## src/rtl/core/bplc_pkg.sv

```systemverilog
// Package for the button press length classifier.
// Holds the mode codes, the history mask, the register map and the configuration struct.
// Has no dependencies; every other file but bplc_req_if imports it.
`timescale 1ns / 1ps

package bplc_pkg;

   localparam int HELD_W = 32;
   localparam int STEP_W = 16;
   localparam int HIST_W = 8;
   localparam int CSR_DATA_W = 32;
   localparam int CSR_ADDR_W = 4;

   localparam logic [HIST_W-1:0] HIST_MASK = 8'b1001_1111;
   localparam logic [HELD_W-1:0] HELD_MAX = {HELD_W{1'b1}};

   localparam logic [STEP_W-1:0] STEP_RESET = 16'd1;

   typedef enum logic [2:0] {
      MODE_NONE        = 3'd0,
      MODE_REL_SHORT   = 3'd1,
      MODE_REL_LONG    = 3'd2,
      MODE_REL_LONGER  = 3'd3,
      MODE_HOLD_LONG   = 3'd4,
      MODE_HOLD_LONGER = 3'd5
   } press_mode_type;

   typedef enum logic [1:0] {
      REG_LONG_THRESHOLD   = 2'd0,
      REG_LONGER_THRESHOLD = 2'd1,
      REG_STEP_AMOUNT      = 2'd2
   } reg_index_type;

   typedef struct packed {
      logic [HELD_W-1:0] long_threshold;
      logic [HELD_W-1:0] longer_threshold;
      logic [STEP_W-1:0] step_amount;
   } bplc_cfg_type;

endpackage

```

## src/rtl/core/bplc_csr.sv

```systemverilog
// APB-style configuration registers: the two thresholds and the step amount.
// Uses bplc_pkg for the register map and the configuration struct.
`timescale 1ns / 1ps

module bplc_csr
   import bplc_pkg::*;
(
   input  logic                  clock,
   input  logic                  reset,
   input  logic                  csr_psel,
   input  logic                  csr_penable,
   input  logic                  csr_pwrite,
   input  logic [CSR_ADDR_W-1:0] csr_paddr,
   input  logic [CSR_DATA_W-1:0] csr_pwdata,
   output logic [CSR_DATA_W-1:0] csr_prdata,
   output logic                  csr_pready,
   output bplc_cfg_type          cfg
);

   bplc_cfg_type  cfg_ff;
   bplc_cfg_type  cfg_in;
   reg_index_type index;
   logic          wr_en;

   assign index      = reg_index_type'(csr_paddr[CSR_ADDR_W-1:2]);
   assign wr_en      = csr_psel && csr_penable && csr_pwrite && csr_pready;
   assign csr_pready = 1'b1;
   assign cfg        = cfg_ff;

   always_comb begin
      cfg_in = cfg_ff;
      if (wr_en) begin
         case (index)
            REG_LONG_THRESHOLD:   cfg_in.long_threshold   = csr_pwdata;
            REG_LONGER_THRESHOLD: cfg_in.longer_threshold = csr_pwdata;
            REG_STEP_AMOUNT:      cfg_in.step_amount      = csr_pwdata[STEP_W-1:0];
            default: ;
         endcase
      end
   end

   always_comb begin
      case (index)
         REG_LONG_THRESHOLD:   csr_prdata = cfg_ff.long_threshold;
         REG_LONGER_THRESHOLD: csr_prdata = cfg_ff.longer_threshold;
         REG_STEP_AMOUNT:      csr_prdata = {{(CSR_DATA_W-STEP_W){1'b0}}, cfg_ff.step_amount};
         default:              csr_prdata = '0;
      endcase
   end

   always_ff @(posedge clock) begin
      if (reset) begin
         cfg_ff.long_threshold   <= '0;
         cfg_ff.longer_threshold <= '0;
         cfg_ff.step_amount      <= STEP_RESET;
      end else begin
         cfg_ff <= cfg_in;
      end
   end

endmodule

```

## config.mk

```make
export PLATFORM = sky130hd
export DESIGN_NAME = bplc_csr
export DESIGN_NICKNAME = d
export VERILOG_FILES = /design/src/rtl/core/bplc_pkg.sv /design/src/rtl/core/bplc_csr.sv
export SDC_FILE = /design/constraint.sdc
export NUM_CORES = 1
export LEC_CHECK = 0
export BUFFER_PORTS_ARGS = -buffer_cell sky130_fd_sc_hd__buf_2
export CAP_MARGIN = 20
export CORE_MARGIN = 5
export CORE_UTILIZATION = 25
export DETAILED_ROUTE_END_ITERATION = 8
export PLACE_DENSITY_LB_ADDON = 0.1
export REMOVE_ABC_BUFFERS = 1
export SLEW_MARGIN = 10
export SYNTH_ARGS = -nofsm -noshare
export SYNTH_HDL_FRONTEND = slang
export SYNTH_SLANG_ARGS = --single-unit
```

## constraint.sdc

```tcl
create_clock -name clock -period 1.1 [get_ports clock]
set_clock_uncertainty 0.15 [all_clocks]
set_input_delay 0 -clock clock [delete_from_list [all_inputs] [get_ports clock]]
set_output_delay 0 -clock clock [all_outputs]
set_load 0.02 [all_outputs]
```

Word level (Yosys, flattened, before mapping). Cells that the tools add are included.

Equality and inequality tests: 2. Muxes and demuxes: 1. Reduce and logical (&&, ||, !) cells: 6.

Operators with widths (count): 32-bit one-hot mux with 3 select lines (1); 2-bit AND reduction (3); 2-bit by 1-bit == test with 1-bit output (second input constant) (1); 2-bit == test (second input constant) (1); 1-bit logical AND (2); 2-bit zero test (1).

Register bits: 80. Logic and storage cells: 12.

Depth between registers and ports, before layout. Gate-level depths: netlist of the first run.

Word-level depth: 3. Mapped depth: 6. Mapped depth without buffers: 3.

Least setup slack after synthesis of the first run. No wires, ideal clock.

Kind: in2reg. From: input port csr_paddr[3]. To: register cfg_ff, in the netlist cfg[70]. Library setup time: 0.125 ns. Data arrival time: 0.920 ns. Path slack: -0.095 ns. Stages on the path: 4. Path buffers: 2. Path through: buf_4 -> or3_2 -> buf_2 -> mux2i_1.

Longest elaborated chain between the ends: 2.

Ends and longest elaborated chain: start, declared (line bplc_csr.sv:13) `input logic [CSR_ADDR_W-1:0] csr_paddr,`; 2-bit zero test (line bplc_csr.sv:33) `case (index)`; 2-bit AND reduction (no line); end signal, assigned (line bplc_csr.sv:57) `cfg_ff <= cfg_in;`; end, declared (line bplc_csr.sv:20) `bplc_cfg_type cfg_ff;`.

Every way passes these cells. A chain may end at the register's enable or synchronous reset.

Final worst setup path of the first run.
From: register cfg_ff, in the netlist cfg[23]. To: output port csr_prdata[7].

Longest elaborated chain between the ends: 1.

Ends and longest elaborated chain: 32-bit one-hot mux with 3 select lines (line bplc_csr.sv:43) `case (index)`; end, declared (line bplc_csr.sv:15) `output logic [CSR_DATA_W-1:0] csr_prdata,`.

Every way passes these cells.

==> metrics.txt, run 1 <==
PortBufs 150; TritonCTS clock tree done; HPWL after detailed placement 8700 µm; grt total ovfl 0; final setup violation count 32; maximum fanout along the worst path 2; worst min-delay path class input port to register; CP required 0.95 ns; via count 3,607; RSZ-0062 raised after global routing yes; final core utilization 42.4%; Synth Instances 392; share of the synthesized area in the top cell type 41.2%; Fin. Hold Viols 0; Nets 672; share of the clock period used by the worst path 110%; largest net degree at the start of global routing 63; # H-tree levels 3; Root Buffer clkbuf_16; startpoint types register; Pwr Total 6.56 mW; post-route cell area 0.00644 mm²; # Max-Cap Violations 0; Die H 135 µm; Synth area leaders dfxtp_1 (41%), mux2i_1 (29%), nand2b_1 (18%), o21ai_0 (2.1%), nor2_1 (1.7%); top post-synthesis cells by count mux2i_1 (112), nand2b_1 (111), dfxtp_1 (80); worst setup path category register to primary output; static leakage 3.14 nW; # diodes 0; Synth Area in Adders 0%; #FFs+latches synth 80; # IOs 154; Cell Count Post-Placement 728; drt pass-1 iters 4; max reg flops 80; Seq/Total Area, Yosys 41.2%; fraction of layout cells with a size suffix above 1 48.7%; Die Span X 135 µm; Total GRT Usage 14.0%; Rows 45; Core Region 0.0152 mm²; simple-gate share of the synthesized area 23.0%; post-synthesis cell type count 19; top-count cell post-synth mux2i_1; full die area 0.0181 mm²; initial antenna violation count 0; total CTS buffers 9; Cell Area, Placed 0.00499 mm²; routed wire length 12,800 µm; setup ws final -0.110 ns; crit end category primary output; post-synthesis mux area share 28.8%; YS warnings 0; worst-skew pair later-pin latency 0.33 ns; Wirelength per Cell 15.5 µm; PwrDens 1020 mW/mm²; post-route ant nets 0; Starting Density 25.6%; clock buffer depth 2; vias in the first global route 3,743; vias per inst 4.38; Avg Cell Area, Syn 9.91 µm²; peak supply drop 649 µV; clock sink total 80; ys async rst share 0%; largest family of logic cells by synthesized area multiplexers; Synth Area in Compound Gates 2.06%; Non-Filler Instances 823; number of synthesized flops with an enable pin 0; WP data arrival 1.06 ns; initial DRC count 69; Top FF cell, synth dfxtp_1; failing checks negative setup slack; clock transition at the registers of the reported paths 0.06 ns; f_max 827 MHz; Fin Setup TNS -1.85 ns; DRC violations left 0; GPL Wtd Cong 0.730; status complete, but fails checks; Slew Viols, Final 0; area delta synth->final 65.7%; first-pass GRT wire length 20,100 µm; cell taking the most area after synthesis dfxtp_1; xor/xnor share of the synthesized area 0%; crit path time final 1.21 ns; Mapped Area 0.00389 mm²
==> what timing repair did <==
| action | CTS | global route |
|---|---|---|
| pin swaps | 5 | 6 |
| endpoints found under the setup margin | 38 | 77 |
| hold buffers | 32 | 0 |
| endpoints found under the hold margin | 80 | 0 |
| setup buffers | 47 | 1 |
| resized for setup | 156 | 64 |
==> metal layers <==
metal  wire length [µm]  track usage (%)  share of wire (%)
met1               5850             18.2                 46
met2               5750             22.3                 45
met3                947             3.87                7.4
met4                234             5.15                1.8
met5                  0                0                  0
==> cell type report <==
type                    count  area (µm²)
clock buffers              15         268
fillers                  1516        8760
multi-input cells         281        2120
flip-flops and latches     80        1680
well taps                 188         235
repair buffers            259        2130
==> logic make-up (layout without fill, tap and decap cells) <==
group,count (synthesis),in the layout
buf+inv,31,274
simple gates,152,152
mux,112,112
compound gates,16,16
flops,80,80
other cells,1,1
==> path summary, 6_finish.rpt <==
| check | cells after the start | end | slack [ns] | from |
|---|---|---|---|---|
| setup / recovery | 3 | csr_prdata[7] | -0.11 | cfg[23] |
| hold / removal | 4 | cfg[0] | 0.08 | reset |
| setup reg to reg | 3 | cfg[25] | 0.22 | cfg[25] |
| hold reg to reg | 2 | cfg[45] | 0.33 | cfg[45] |
==> critical path, stage by stage (launching register included) <==
cell and delay [ns]:
dfxtp_2 0.32, mux2i_1 0.16, o21ai_1 0.08, buf_4 0.17
==> placed cells by master (no fill, tap or decap), types with 2 or more instances in the layout <==
master,Yosys,final
dfxtp_2,0,63
buf_12,2,6
buf_6,1,55
dfxtp_1,80,17
o21ai_1,0,16
nand2_1,16,16
buf_2,6,69
clkbuf_8,0,2
dlygate4sd3_1,0,32
clkbuf_16,0,9
nor2_1,18,18
clkbuf_1,16,4
buf_4,6,97
nand2b_1,111,111
mux2i_1,112,111
==> report_power, final <==
part | internal (mW) | total, mW | switching (mW)
clock network | 1.65 | 2.78 | 1.14
logic | 0.431 | 0.816 | 0.385
registers | 2.94 | 2.97 | 0.0252
total | 5.02 | 6.56 | 1.55
==> through the flow <==
stage | hold slack [ns] | worst slack (ns)
floorplan | -0.0702 | -0.777
global placement | 0.129 | -0.331
detailed placement | 0.144 | -0.362
CTS | 0.0540 | -0.129
global route | 0.104 | -0.170
finish | 0.0773 | -0.110
Note: power is estimated with default switching activity, not from simulation.
==> inputs of run 2 (changes only) <==
Clock period 1.1 ns to 1.2 ns, I/O delays scaled along.
==> metrics.txt, run 2 (synthesis results as in run 1) <==
CP Cell Sequence mux2i_1, o21ai_1, buf_4; worst reg2reg endpoint cfg[57]; reg-to-reg startpoint cfg[57]; combinational power share 11.0%; maximum fanout along the worst path 2; Worst path max stage delay 0.32 ns; worst min-delay path class input port to register; GPL Wtd Cong 0.729; vias in the first global route 3,487; FILL cells 1,542; crit path time final 1.23 ns; via count 3,476; sequential share of power 43.0%; PortBufs 150; max reg flops 80; Fin Setup TNS -0.0293 ns; commonest non-fill, non-tap cell in the layout buf_2; post-route cell area 0.00599 mm²; Die Span X 135 µm; Nets 652; TritonCTS clock tree done; vias per inst 4.32; CP required 1.05 ns; Core Region 0.0152 mm²; worst-skew pair later-pin latency 0.33 ns; Starting Density 25.6%; worst setup path category register to primary output; Pint 4.89 mW; # diodes 0; RSZ-0062 raised after global routing yes; worst reg2reg path depth 3; drt pass-1 iters 4; Hold Crit Depth 4; clock sink total 80; peak supply drop 606 µV; Non-Filler Instances 804; failing checks negative setup slack; initial DRC count 71; first-pass GRT wire length 19,200 µm; HPWL after detailed placement 8540 µm; share of the clock period used by the worst path 102%; area delta synth->final 54.1%; # H-tree levels 3; clock transition at the registers of the reported paths 0.06 ns; Rows 45; most frequent cells in the layout buf_2 (123), mux2i_1 (112), nand2b_1 (111), buf_4 (77), dfxtp_2 (61); crit-path leading delay family flip-flops; clock buffer depth 2; fraction of layout cells with a size suffix above 1 47.1%; grt total ovfl 0; crit end category primary output; initial antenna violation count 0; Wirelength per Cell 15.4 µm; PwrDens 1060 mW/mm²; Total GRT Usage 13.5%; Sw Share 22.7%; WP buf/inv 1; static leakage 3.02 nW; Slew Viols, Final 0; total CTS buffers 9; Crit-path slowest cell dfxtp_2; f_max 813 MHz; setup ws final -0.0293 ns; Cell Area, Placed 0.00495 mm²; largest net degree at the start of global routing 63; hold path start reset; routed wire length 12,400 µm; clock power share 46.0%; startpoint types register; Cell Count Post-Placement 723; Hold Path Sink cfg[0]; DRC violations left 0; Fin. Hold Viols 0; Root Buffer clkbuf_16; NetSw 1.43 mW; post-route ant nets 0; full die area 0.0181 mm²; status complete, but fails checks; WP data arrival 1.08 ns; # Max-Cap Violations 0; Die H 135 µm; final setup violation count 1; Reg2Reg Setup Slack 0.33 ns; # IOs 154
run 2: changes by cell type in the layout (fill, tap and decap cells not counted), sizes merged:
cell,previous run,this run
clkbuf,15,14
clkinv,0,1
bufinv,0,1
buf,227,207
run 2: power by group through the flow:
stage	logic [mW]	registers, mW	clock network (mW)
3_3_place_gp	0.587	2.78	0
3_5_place_dp	0.590	2.78	0
5_1_grt	0.756	2.72	3.08
6_report	0.695	2.72	2.91
2_1_floorplan	0.220	2.81	0
4_1_cts	0.698	2.72	3.00
run 2: worst register-to-register path, cell delays in order, from the launching register on:
cell	delay, ns
dfxtp_2	0.35
buf_4	0.13
nand2b_1	0.05
mux2i_1	0.11
run 2: worst max path at each step:
stage | start | end | slack, ns | depth (start not counted)
6_report | cfg[23] | csr_prdata[7] | -0.03 | 3
5_1_grt | cfg[23] | csr_prdata[7] | -0.05 | 3
4_1_cts | cfg[23] | csr_prdata[7] | -0.04 | 3
3_3_place_gp | csr_pwrite | cfg[74] | -0.24 | 5
3_5_place_dp | csr_psel | cfg[73] | -0.27 | 5
2_1_floorplan | csr_pwrite | cfg[48] | -0.68 | 3
run 2: final cells by class:
type / count / area, µm² / area share (%)
tap: 188 / 235 / 3.93
multi-input combinational: 281 / 2110 / 35.3
sequential: 80 / 1680 / 28.0
timing repair buffer: 239 / 1650 / 27.5
clock buffer: 14 / 284 / 4.74
clock inverter: 2 / 35.0 / 0.585
run 2: repair_timing:
action,in CTS,in global routing
pin swaps,6,10
hold buffers,32,0
endpoints found under the setup margin,30,32
resized for setup,75,29
gates cloned,0,0
buffers inserted,23,10
hold endpoints to repair,80,0
run 2: stage by stage:
| step | utilization [%] | setup WS [ns] | hold slack, ns | power, mW |
|---|---|---|---|---|
| floorplan | - | -0.677 | -0.0702 | 3.03 |
| global placement | 32.6 | -0.236 | 0.129 | 3.36 |
| detailed placement | 32.6 | -0.272 | 0.146 | 3.37 |
| CTS | 38.6 | -0.0359 | 0.0529 | 6.42 |
| global route | 39.4 | -0.0522 | 0.0946 | 6.56 |
| finish | 39.4 | -0.0293 | 0.0872 | 6.32 |
run 2: per-layer routing:
metal	part of all wire, %	GRT usage, %
met1	48	18.1
met2	44	20.8
met4	1.5	5.03
met5	0	0
met3	6.6	3.69
